===== src/rtl/nectx_pkg.sv =====
// Shared types and constants for the NEC infrared frame transmitter.
package nectx_pkg;

    localparam logic       OP_TICK  = 1'b0;
    localparam logic       OP_START = 1'b1;

    localparam int unsigned APB_ADDR_W = 5;
    localparam int unsigned APB_DATA_W = 32;

    localparam logic [5:0] CLOSING_BIT = 6'd32;

    localparam logic [5:0] RST_CARRIER_PERIOD = 6'd26;
    localparam logic [5:0] RST_CARRIER_LOW    = 6'd9;
    localparam logic [8:0] RST_LEADER_MARK    = 9'd346;
    localparam logic [8:0] RST_LEADER_SPACE   = 9'd173;
    localparam logic [7:0] RST_BIT_MARK       = 8'd21;
    localparam logic [7:0] RST_ONE_SPACE      = 8'd65;
    localparam logic [7:0] RST_ZERO_SPACE     = 8'd21;

    typedef struct packed {
        logic       opcode;
        logic [7:0] address_byte;
        logic [7:0] command_byte;
    } t_in_item;

    typedef struct packed {
        logic emitter_level;
        logic busy_res;
        logic frame_done;
        logic start_ignored;
    } t_out_item;

    typedef struct packed {
        logic [5:0] carrier_period_ticks;
        logic [5:0] carrier_low_ticks;
        logic [8:0] leader_mark_periods;
        logic [8:0] leader_space_periods;
        logic [7:0] bit_mark_periods;
        logic [7:0] one_space_periods;
        logic [7:0] zero_space_periods;
    } t_cfg;

endpackage


===== src/rtl/nec_ir_frame_transmitter_top.sv =====
// Latency: the result beat of an accepted item is presented on the next cycle.
// Throughput: one item per cycle; the counter and phase update is a single pass.
// A result beat held by downstream stalls the input only while it is unread.
// Reset clears the frame state to idle and loads the register defaults.
// No memory needs clearing, so items are accepted right after reset.
module nec_ir_frame_transmitter_top (
    input  logic                               i_clk,
    input  logic                               i_rst_n,
    input  logic                               i_valid,
    output logic                               o_stall,
    input  nectx_pkg::t_in_item                i_data,
    output logic                               o_valid,
    input  logic                               i_stall,
    output nectx_pkg::t_out_item               o_data,
    input  logic                               psel,
    input  logic                               penable,
    input  logic                               pwrite,
    input  logic [nectx_pkg::APB_ADDR_W-1:0]   paddr,
    input  logic [nectx_pkg::APB_DATA_W-1:0]   pwdata,
    output logic [nectx_pkg::APB_DATA_W-1:0]   prdata,
    output logic                               pready
);
    import nectx_pkg::*;

    t_cfg cfg;

    nectx_regs u_regs (
        .i_clk   (i_clk),
        .i_rst_n (i_rst_n),
        .psel    (psel),
        .penable (penable),
        .pwrite  (pwrite),
        .paddr   (paddr),
        .pwdata  (pwdata),
        .prdata  (prdata),
        .pready  (pready),
        .o_cfg   (cfg)
    );

    nectx_core u_core (
        .i_clk   (i_clk),
        .i_rst_n (i_rst_n),
        .i_cfg   (cfg),
        .i_valid (i_valid),
        .o_stall (o_stall),
        .i_data  (i_data),
        .o_valid (o_valid),
        .i_stall (i_stall),
        .o_data  (o_data)
    );

`ifndef ASSERT_OFF
    a_accept_gives_beat: assert property (@(posedge i_clk) disable iff (!i_rst_n)
        (i_valid && !o_stall) |=> o_valid)
        else $error("accepted beat produced no result");

    a_done_ends_busy: assert property (@(posedge i_clk) disable iff (!i_rst_n)
        (o_valid && o_data.frame_done) |-> !o_data.busy_res)
        else $error("frame end while still busy");

    a_ignored_when_busy: assert property (@(posedge i_clk) disable iff (!i_rst_n)
        (o_valid && o_data.start_ignored) |-> o_data.busy_res)
        else $error("start dropped while idle");

    a_idle_pin_high: assert property (@(posedge i_clk) disable iff (!i_rst_n)
        (o_valid && !o_data.busy_res) |-> o_data.emitter_level)
        else $error("emitter driven while idle");
`endif

endmodule


===== src/rtl/nectx_regs.sv =====
// APB configuration register file for the NEC transmitter.
module nectx_regs (
    input  logic                               i_clk,
    input  logic                               i_rst_n,
    input  logic                               psel,
    input  logic                               penable,
    input  logic                               pwrite,
    input  logic [nectx_pkg::APB_ADDR_W-1:0]   paddr,
    input  logic [nectx_pkg::APB_DATA_W-1:0]   pwdata,
    output logic [nectx_pkg::APB_DATA_W-1:0]   prdata,
    output logic                               pready,
    output nectx_pkg::t_cfg                    o_cfg
);
    import nectx_pkg::*;

    typedef enum logic [2:0] {
        REG_CARRIER_PERIOD = 3'd0,
        REG_CARRIER_LOW    = 3'd1,
        REG_LEADER_MARK    = 3'd2,
        REG_LEADER_SPACE   = 3'd3,
        REG_BIT_MARK       = 3'd4,
        REG_ONE_SPACE      = 3'd5,
        REG_ZERO_SPACE     = 3'd6
    } t_reg_idx;

    t_cfg       r_cfg;
    logic       wr_en;
    logic [2:0] reg_idx;

    assign pready  = 1'b1;
    assign wr_en   = psel && penable && pwrite;
    assign reg_idx = paddr[APB_ADDR_W-1:2];
    assign o_cfg   = r_cfg;

    always_ff @(posedge i_clk) begin
        if (!i_rst_n) begin
            r_cfg.carrier_period_ticks <= RST_CARRIER_PERIOD;
            r_cfg.carrier_low_ticks    <= RST_CARRIER_LOW;
            r_cfg.leader_mark_periods  <= RST_LEADER_MARK;
            r_cfg.leader_space_periods <= RST_LEADER_SPACE;
            r_cfg.bit_mark_periods     <= RST_BIT_MARK;
            r_cfg.one_space_periods    <= RST_ONE_SPACE;
            r_cfg.zero_space_periods   <= RST_ZERO_SPACE;
        end else if (wr_en) begin
            unique case (reg_idx)
                REG_CARRIER_PERIOD: r_cfg.carrier_period_ticks <= pwdata[5:0];
                REG_CARRIER_LOW:    r_cfg.carrier_low_ticks    <= pwdata[5:0];
                REG_LEADER_MARK:    r_cfg.leader_mark_periods  <= pwdata[8:0];
                REG_LEADER_SPACE:   r_cfg.leader_space_periods <= pwdata[8:0];
                REG_BIT_MARK:       r_cfg.bit_mark_periods     <= pwdata[7:0];
                REG_ONE_SPACE:      r_cfg.one_space_periods    <= pwdata[7:0];
                REG_ZERO_SPACE:     r_cfg.zero_space_periods   <= pwdata[7:0];
                default: ;
            endcase
        end
    end

    always_comb begin
        unique case (reg_idx)
            REG_CARRIER_PERIOD: prdata = {26'd0, r_cfg.carrier_period_ticks};
            REG_CARRIER_LOW:    prdata = {26'd0, r_cfg.carrier_low_ticks};
            REG_LEADER_MARK:    prdata = {23'd0, r_cfg.leader_mark_periods};
            REG_LEADER_SPACE:   prdata = {23'd0, r_cfg.leader_space_periods};
            REG_BIT_MARK:       prdata = {24'd0, r_cfg.bit_mark_periods};
            REG_ONE_SPACE:      prdata = {24'd0, r_cfg.one_space_periods};
            REG_ZERO_SPACE:     prdata = {24'd0, r_cfg.zero_space_periods};
            default:            prdata = '0;
        endcase
    end

endmodule


===== src/rtl/nectx_core.sv =====
// Frame sequencer: timing counters, frame state and registered result beat.
module nectx_core (
    input  logic                  i_clk,
    input  logic                  i_rst_n,
    input  nectx_pkg::t_cfg       i_cfg,
    input  logic                  i_valid,
    output logic                  o_stall,
    input  nectx_pkg::t_in_item   i_data,
    output logic                  o_valid,
    input  logic                  i_stall,
    output nectx_pkg::t_out_item  o_data
);
    import nectx_pkg::*;

    typedef enum logic [2:0] {
        PH_IDLE       = 3'd0,
        PH_LEAD_MARK  = 3'd1,
        PH_LEAD_SPACE = 3'd2,
        PH_BIT_MARK   = 3'd3,
        PH_BIT_SPACE  = 3'd4
    } t_phase;

    t_phase     r_phase,  n_phase;
    logic [5:0] r_bit_pos, n_bit_pos;
    logic [8:0] r_period_cnt, n_period_cnt;
    logic [5:0] r_sub_tick, n_sub_tick;
    logic [31:0] r_frame_word, n_frame_word;
    logic       r_out_valid;
    t_out_item  r_out, n_out;

    logic       accept;
    logic       cur_bit;
    logic [5:0] period_lim;
    logic [8:0] seg_raw;
    logic [8:0] seg_lim;
    logic [5:0] sub_inc;
    logic [8:0] period_inc;

    assign o_stall = r_out_valid && i_stall;
    assign accept  = i_valid && !o_stall;
    assign o_valid = r_out_valid;
    assign o_data  = r_out;

    assign cur_bit    = (r_bit_pos >= CLOSING_BIT) ? 1'b0 : r_frame_word[r_bit_pos[4:0]];
    assign period_lim = (i_cfg.carrier_period_ticks == 6'd0) ? 6'd1
                                                             : i_cfg.carrier_period_ticks;
    assign seg_lim    = (seg_raw == 9'd0) ? 9'd1 : seg_raw;
    assign sub_inc    = r_sub_tick + 6'd1;
    assign period_inc = r_period_cnt + 9'd1;

    always_comb begin
        unique case (r_phase)
            PH_LEAD_MARK:  seg_raw = i_cfg.leader_mark_periods;
            PH_LEAD_SPACE: seg_raw = i_cfg.leader_space_periods;
            PH_BIT_MARK:   seg_raw = {1'b0, i_cfg.bit_mark_periods};
            PH_BIT_SPACE:  seg_raw = cur_bit ? {1'b0, i_cfg.one_space_periods}
                                             : {1'b0, i_cfg.zero_space_periods};
            default:       seg_raw = 9'd1;
        endcase
    end

    always_comb begin
        n_phase       = r_phase;
        n_bit_pos     = r_bit_pos;
        n_period_cnt  = r_period_cnt;
        n_sub_tick    = r_sub_tick;
        n_frame_word  = r_frame_word;
        n_out         = '0;

        if (i_data.opcode == OP_START) begin
            if (r_phase != PH_IDLE) begin
                n_out.start_ignored = 1'b1;
            end else begin
                n_frame_word = {~i_data.command_byte, i_data.command_byte,
                                ~i_data.address_byte, i_data.address_byte};
                n_phase      = PH_LEAD_MARK;
                n_bit_pos    = '0;
                n_period_cnt = '0;
                n_sub_tick   = '0;
            end
        end else if (r_phase != PH_IDLE) begin
            if (sub_inc < period_lim) begin
                n_sub_tick = sub_inc;
            end else begin
                n_sub_tick = '0;
                if (period_inc < seg_lim) begin
                    n_period_cnt = period_inc;
                end else begin
                    n_period_cnt = '0;
                    unique case (r_phase)
                        PH_LEAD_MARK: begin
                            n_phase = PH_LEAD_SPACE;
                        end
                        PH_LEAD_SPACE: begin
                            n_phase   = PH_BIT_MARK;
                            n_bit_pos = '0;
                        end
                        PH_BIT_MARK: begin
                            n_phase = PH_BIT_SPACE;
                        end
                        PH_BIT_SPACE: begin
                            if (r_bit_pos >= CLOSING_BIT) begin
                                n_phase            = PH_IDLE;
                                n_bit_pos          = '0;
                                n_out.frame_done   = 1'b1;
                            end else begin
                                n_bit_pos = r_bit_pos + 6'd1;
                                n_phase   = PH_BIT_MARK;
                            end
                        end
                        default: begin
                            n_phase = PH_IDLE;
                        end
                    endcase
                end
            end
        end

        n_out.busy_res      = (n_phase != PH_IDLE);
        n_out.emitter_level = !(((n_phase == PH_LEAD_MARK) || (n_phase == PH_BIT_MARK))
                                && (n_sub_tick < i_cfg.carrier_low_ticks));
    end

    always_ff @(posedge i_clk) begin
        if (!i_rst_n) begin
            r_phase      <= PH_IDLE;
            r_bit_pos    <= '0;
            r_period_cnt <= '0;
            r_sub_tick   <= '0;
            r_frame_word <= '0;
            r_out_valid  <= 1'b0;
        end else begin
            if (accept) begin
                r_phase      <= n_phase;
                r_bit_pos    <= n_bit_pos;
                r_period_cnt <= n_period_cnt;
                r_sub_tick   <= n_sub_tick;
                r_frame_word <= n_frame_word;
                r_out_valid  <= 1'b1;
            end else if (!i_stall) begin
                r_out_valid  <= 1'b0;
            end
        end
    end

    always_ff @(posedge i_clk) begin
        if (accept) begin
            r_out <= n_out;
        end
    end

endmodule


===== config.mk =====
export PLATFORM = sky130hd
export DESIGN_NAME = nec_ir_frame_transmitter_top
export DESIGN_NICKNAME = d
export VERILOG_FILES = /design/src/rtl/nectx_pkg.sv /design/src/rtl/nec_ir_frame_transmitter_top.sv /design/src/rtl/nectx_regs.sv /design/src/rtl/nectx_core.sv
export SDC_FILE = /design/constraint.sdc
export NUM_CORES = 1
export LEC_CHECK = 0
export BUFFER_PORTS_ARGS = -buffer_cell sky130_fd_sc_hd__buf_2
export CAP_MARGIN = 30
export CELL_PAD_IN_SITES_DETAIL_PLACEMENT = 2
export CELL_PAD_IN_SITES_GLOBAL_PLACEMENT = 2
export CORE_ASPECT_RATIO = 2
export CORE_MARGIN = 3
export CORE_UTILIZATION = 37
export DETAILED_ROUTE_END_ITERATION = 8
export PLACE_DENSITY_LB_ADDON = 0.1
export SLEW_MARGIN = 20
export SYNTH_ARGS = -nofsm -noshare
export SYNTH_HDL_FRONTEND = slang
export SYNTH_SLANG_ARGS = --single-unit

===== constraint.sdc =====
create_clock -name i_clk -period 8.3 [get_ports i_clk]
set_input_delay 0.83 -clock i_clk [delete_from_list [all_inputs] [get_ports i_clk]]
set_output_delay 0.83 -clock i_clk [all_outputs]
set_load 0.02 [all_outputs]

==> results.toml, run 1 <==
[outcome]
status = "complete, no violations"

[critical_path]
r2r_cells = 17
worstPathArrival_ns = 5.82
path_class = "flop to flop"
worst_setup_path_start_kind = "flop"
cp-end-kind = "flop"
r2r-start = "u_core.r_bit_pos[3]"
cp.required_ns = 8.46
timing.rr.end = "u_core.o_data[3]"
worstPathMaxFanout = 17
rrSetupSlack_ns = 2.63

[power]
p_leak_uw = 0.00296
ir_drop_uv = 128
powerDensity_nw_per_um2 = 209

[sta]
timing.slew.headroom = 0.431
rsz0062_at_grt = "no"
fmax_ghz = 0.176
setup_viol = 0
timing.setup.tns_ns = 0
clock_skew_ns = 0.00830
post-route-worst-setup-slack_ns = 2.63
fin_crit_ns = 5.67
min_period_over_period = 0.683
worst_pin_slew_ns = 0.851
slew_viol_final = 0
finalHoldViolCount = 0

[synthesis]
synthSimpleGateAreaFrac = 0.203
ys_types = 63
ys_seq_area_frac = 0.360
synth_top_family_by_area = "simple AND/OR/NAND/NOR gates"
ys_ff_latch = 115
syn_area_per_cell_um2 = 8.50
synth_xor_xnor_area_share = 0.0269
synth_edf_count = 4
synth_area_um2 = 6510
synth_mux_area_frac = 0.161
synth_adder_area_share = 0.0423
yosys.area.top_type = "dfxtp_1"
syn_inst = 766
synth_compound_area_frac = 0.138
synth_top_area_frac = 0.341
async_reset_ff_frac = 0
synthTopCellsByArea = "dfxtp_1, mux2i_1, nand2_1, nor2_1, ha_1"
ys.flop_type = "dfxtp_1"
yosys_warnings = 0

[cells_and_area]
antenna_cells = 0
final_util = 0.434
area_delta_synth_final_pct = 15.2
nets = 885
drive_above_1_share = 0.154

[global_routing]
grt_pass1_wl_um = 37200
antenna_found_initial = 0
grt_max_degree = 50
grt_pass1_vias = 6631
grt_usage = 0.251
overflow = 0

[min_path]
min_path_type = "flop to flop"
hp-start = "u_core.r_frame_word[22]"
hold-path-endpoint = "u_core.r_frame_word[22]"
holdPathStages = 2

[clock_network]
clkTransAtPathRegs_ns = 0.06
clk_latency_ns = 0.43
numCtsBuffers = 17
clock_sinks = 115
postCtsHoldBufs = 0
cts_setup_buffers = 0
clockBufferDepth = 2
cts_resized = 0
cts_root_buf = "clkbuf_16"
htree_levels = 4
cts_tree = "built"

[die]
pin_count = 100
core_um2 = 17300
die_area_um2 = 19300
rows = 68
initial_utilization = 0.377
die_y_um = 194
chipWidth_um = 99.8

[route]
finalWirelength_um = 23500
vias_per_cell = 5.69
post-route-drc-count = 0
ant_nets = 0
first_iter_violations = 158
wl_per_cell_um = 22.9
vias = 5822
first_pass_iters = 4

[place]
pre_cts_slack_ns = 2.61
place.gp.congestion = 0.838
dp_hpwl_um = 17400
port-buffer-count = 50

[job]
cap_violations = 0
-- cell usage after synthesis (3+ instances only) --
cell and n:
a22oi_1 8, dfxtp_1 111, a21oi_1 47, mux4_2 8, o21ai_0 22, nand2_1 102, edfxtp_1 4, o21a_1 7
a221oi_1 3, a21o_1 6, a211oi_1 3, clkbuf_1 30, inv_1 18, nand3_1 24, nor2_1 93, clkinv_1 3
o22ai_1 3, and3_1 7, or3_1 7, mux2_2 14, nor3_1 21, xor2_1 6, a32oi_1 5, buf_1 9
mux2i_1 71, ha_1 22, nor4_1 5, a221o_1 3, buf_4 25, xnor2_1 14, o31ai_1 3, nor2b_1 5
a22o_1 7, nand4_1 7, nand2b_1 4, or4_1 3, nand3b_1 3
-- critical path, stage by stage, from the launching register on --
cell      delay [ns]
dfxtp_1         0.82
mux2i_1         0.17
mux4_2          0.54
a21o_1          0.23
nor4_1          0.28
buf_4           0.20
mux2_2          0.34
a21oi_1         0.28
ha_1            0.33
a211oi_1        0.25
nand3_1         0.13
a221o_1         0.38
nor4_1          0.23
o21ai_0         0.11
and4bb_4        0.42
nor2_1          0.11
o31ai_1         0.44
nand3_1         0.13
-- layer usage --
layer	part of all wire	vias to the layer above	global-route usage
met5	0	-	0
met4	0.050	0	0.134
met3	0.020	50	0.0318
met2	0.59	111	0.501
met1	0.34	2927	0.235
li1	-	2734	-
-- cells by family after synthesis --
logic type               Yosys count
AO/OA/AOI/OAI                    134
XOR/XNOR                          20
adder cells (fa/ha/maj)           22
buffers and inverters             88
flip-flops                       115
multiplexers                      93
other                              2
AND/OR/NAND/NOR                  292
-- report_power, final --
group / total (uW) / switching (uW) / internal [uW]
Sequential: 582 / 12.3 / 570
Combinational: 156 / 105 / 50.7
Clock: 829 / 270 / 559
Total: 1570 / 387 / 1180
-- cells in the final DEF (no fill, tap or decap), types with 5 or more instances in the layout --
| master | netlist | layout |
|---|---|---|
| mux4_2 | 8 | 8 |
| mux2i_1 | 71 | 71 |
| nor3_1 | 21 | 21 |
| nand2_1 | 102 | 102 |
| dfxtp_1 | 111 | 111 |
| inv_1 | 18 | 17 |
| nand4_1 | 7 | 7 |
| mux2_2 | 14 | 14 |
| nor4_1 | 5 | 5 |
| buf_4 | 25 | 9 |
| nand3_1 | 24 | 24 |
| a21oi_1 | 47 | 47 |
| xor2_1 | 6 | 6 |
| o21ai_0 | 22 | 22 |
| buf_2 | 1 | 51 |
| ha_1 | 22 | 22 |
| xnor2_1 | 14 | 14 |
| nor2_1 | 93 | 93 |
| and3_1 | 7 | 7 |
| a22oi_1 | 8 | 8 |
| o21a_1 | 7 | 7 |
| conb_1 | 2 | 24 |
| nor2b_1 | 5 | 5 |
| or3_1 | 7 | 7 |
| clkbuf_16 | 0 | 19 |
| a21o_1 | 6 | 6 |
| a22o_1 | 7 | 7 |
| a32oi_1 | 5 | 5 |
-- cell type report --
cell class,count,area [um^2]
inverters,21,80.1
clock inverters,8,143
flip-flops and latches,115,2340
multi-input cells,585,3810
repair buffers,62,343
fillers,1991,9770
well taps,210,263
clock buffers,23,520
-- metrics by stage --
step / area, um^2 / cells / hold slack [ns] / power [uW]
4_1_cts: 7490 / 1022 / 0.460 / 1590
5_1_grt: 7500 / 1024 / 0.492 / 1630
3_3_place_gp: 6800 / 989 / 0.442 / 739
2_1_floorplan: 6590 / 788 / 0.433 / 699
6_report: 7500 / 1024 / 0.456 / 1570
3_5_place_dp: 6830 / 991 / 0.455 / 749
-- worst max-delay path by stage --
stage / start / to / slack, ns / depth (start not counted)
after detailed placement: u_core.r_bit_pos[3] / u_core.o_data[3] / 2.61 / 17
after global routing: u_core.r_bit_pos[3] / u_core.o_data[3] / 2.22 / 17
after global placement: u_core.r_bit_pos[3] / u_core.o_data[3] / 2.70 / 17
final: u_core.r_bit_pos[3] / u_core.o_data[3] / 2.63 / 17
after CTS: u_core.r_bit_pos[3] / u_core.o_data[3] / 2.57 / 17
after floorplan: u_core.r_bit_pos[0] / u_core.o_data[3] / 3.36 / 16
-- registers in the layout, indices dropped and copies added, names as in the netlist --
register / count
u_core.o_valid: 1
u_core.r_sub_tick: 6
u_core.r_bit_pos: 6
u_core.r_frame_word: 32
u_core.o_data: 4
u_core.r_phase: 3
u_core.r_period_cnt: 9
u_regs.o_cfg: 54
Note: power is estimated with default switching activity, not from simulation.
==> run 2: changes to the inputs <==
--- a/config.mk
+++ b/config.mk
@@ -11,7 +11,7 @@
 export CELL_PAD_IN_SITES_GLOBAL_PLACEMENT = 2
 export CORE_ASPECT_RATIO = 2
 export CORE_MARGIN = 3
-export CORE_UTILIZATION = 37
+export CORE_UTILIZATION = 31
 export DETAILED_ROUTE_END_ITERATION = 8
 export PLACE_DENSITY_LB_ADDON = 0.1
 export SLEW_MARGIN = 20
==> constraint.sdc (replaced) <==
create_clock -name i_clk -period 5.1 [get_ports i_clk]
set_input_delay 0.51 -clock i_clk [delete_from_list [all_inputs] [get_ports i_clk]]
set_output_delay 0.51 -clock i_clk [all_outputs]
set_load 0.02 [all_outputs]
==> results.toml, run 2 (synthesized netlist as in run 1, its figures left out) <==
[outcome]
status = "complete, no violations"

[clock_network]
cts_setup_buffers = 0
cts_tree = "built"
htree_levels = 4
numCtsBuffers = 17
clockBufferDepth = 2
clk_latency_ns = 0.43
clkTransAtPathRegs_ns = 0.05
clock_sinks = 115
postCtsHoldBufs = 0
cts_root_buf = "clkbuf_16"
cts_resized = 1

[route]
finalWirelength_um = 23500
wl_per_cell_um = 21.4
first_pass_iters = 4
dr_wl_met3_um = 612
vias = 5870
vias_per_cell = 5.35
wl_met2_um = 13300
highest_layer = "met4"
wl_met1_um = 8110
ant_nets = 0
first_iter_violations = 219
post-route-drc-count = 0

[sta]
clock_skew_ns = 0.00793
setup_viol = 0
worst_pin_slew_ns = 0.916
fin_crit_ns = 4.85
slew_viol_final = 0
fmax_ghz = 0.206
finalHoldViolCount = 0
timing.slew.headroom = 0.384
min_period_over_period = 0.951

[cells_and_area]
antenna_cells = 0
area_delta_synth_final_pct = 18.0
multi_input_area_um2 = 3820
layout_common_cells = "dfxtp_1, nand2_1, nor2_1"
nFillCells = 2393
final_cell_count_no_fill = 1098
largest_reg_flops = 54
final_common_cell = "dfxtp_1"
drive_above_1_share = 0.177
nets = 902
final-seq-area_um2 = 2340

[die]
pin_count = 100
chipWidth_um = 108
die_y_um = 211
die_area_um2 = 22900
rows = 74
core_um2 = 20600
initial_utilization = 0.317

[power]
p_leak_uw = 0.00303
finalPower_uw = 2440
ir_drop_uv = 146
powerDensity_nw_per_um2 = 318

[min_path]
hp-start = "pwdata[8]"
min_path_type = "input port to flop"
holdPathStages = 3
hold-path-endpoint = "u_regs.o_cfg[41]"

[place]
dp_hpwl_um = 18000
place.gp.congestion = 0.841
port-buffer-count = 50
dp.cells = 1066

[critical_path]
rrSetupSlack_ns = 0.25
cp_num_cells = 20
path_class = "flop to flop"
timing.rr.end = "u_core.o_data[3]"
cp.required_ns = 5.26
worstPathMaxFanout = 14
cp_cell_sequence = "buf_12 -> mux2i_1 -> mux4_2 -> a21o_1 -> nor4_1 -> buf_4 -> mux2_2 -> a21oi_2 -> ha_1 -> buf_4 -> nand3_1 -> nand3_1 -> a221o_1 -> nor4_1 -> o21ai_0 -> and4bb_4 -> nor2_1 -> o31ai_1 -> buf_4 -> nand3_1"
critPathTopFamily = "simple AND/OR/NAND/NOR gates"
r2r-start = "u_core.r_bit_pos[3]"
r2r_cells = 20
path_buf_inv = 4
cp-end-kind = "flop"
slowest_stage = "mux4_2"
worst_setup_path_start_kind = "flop"
cpPeakStageDelay_ns = 0.49
worstPathArrival_ns = 5.01
crit_start = "u_core.r_bit_pos[3]"

[global_routing]
overflow = 0
grt_usage = 0.213
grt_pass1_wl_um = 36900
grt_pass1_vias = 6677
antenna_found_initial = 0
grt_max_degree = 37

[job]
cap_violations = 0
[run 2: cell types whose count changed in the layout (fill, tap and decap cells not counted), moves of 2 or more]
cell | previous run | this run
buf_4 | 9 | 27
buf_12 | 0 | 2
bufinv_16 | 4 | 2
clkbuf_8 | 3 | 5
[run 2: worst max-delay path by stage]
stage	end	slack (ns)
after floorplan	u_core.o_data[3]	0.16
after detailed placement	u_core.o_data[3]	0.03
after CTS	u_core.o_data[3]	0.11
after global placement	u_core.o_data[3]	0.15
final	u_core.o_data[3]	0.25
after global routing	u_core.o_data[3]	-0.0006
[run 2: worst min-delay path, delay by kind of cell]
kind | cells | cell delay, ns
buf+inv | 1 | 0.10
simple gates | 2 | 0.12
[run 2: per-stage QoR]
stage	util	cell area, um^2	hold WS, ns	TNS, ns	setup slack [ns]
after floorplan	-	6590	0.433	0	0.158
after global placement	0.342	7030	0.441	0	0.154
after detailed placement	0.343	7060	0.448	0	0.0332
after CTS	0.373	7680	0.315	0	0.110
after global routing	0.374	7680	0.333	-0.000609	-0.000609
final	0.374	7680	0.332	0	0.252
[run 2: layout make-up]
class / instances / area share
Inverter: 21 / 0.0103
Sequential cell: 115 / 0.305
Clock buffer: 24 / 0.0681
Multi-Input combinational cell: 585 / 0.497
Timing Repair Buffer: 79 / 0.0641
Clock inverter: 8 / 0.0124
Tap cell: 266 / 0.0433
[run 2: per-layer routing]
metal / GRT usage / vias up
met2: 0.413 / 119
met4: 0.132 / 0
met1: 0.198 / 2924
met3: 0.0355 / 62
li1: - / 2765
met5: 0 / -
[run 2: where the power goes]
group	total, uW	leakage (uW)	switching, uW	internal, uW
Clock	1240	0.000303	426	809
Combinational	263	0.00179	174	88.2
Sequential	944	0.000940	16.4	928
Total	2440	0.00303	617	1820
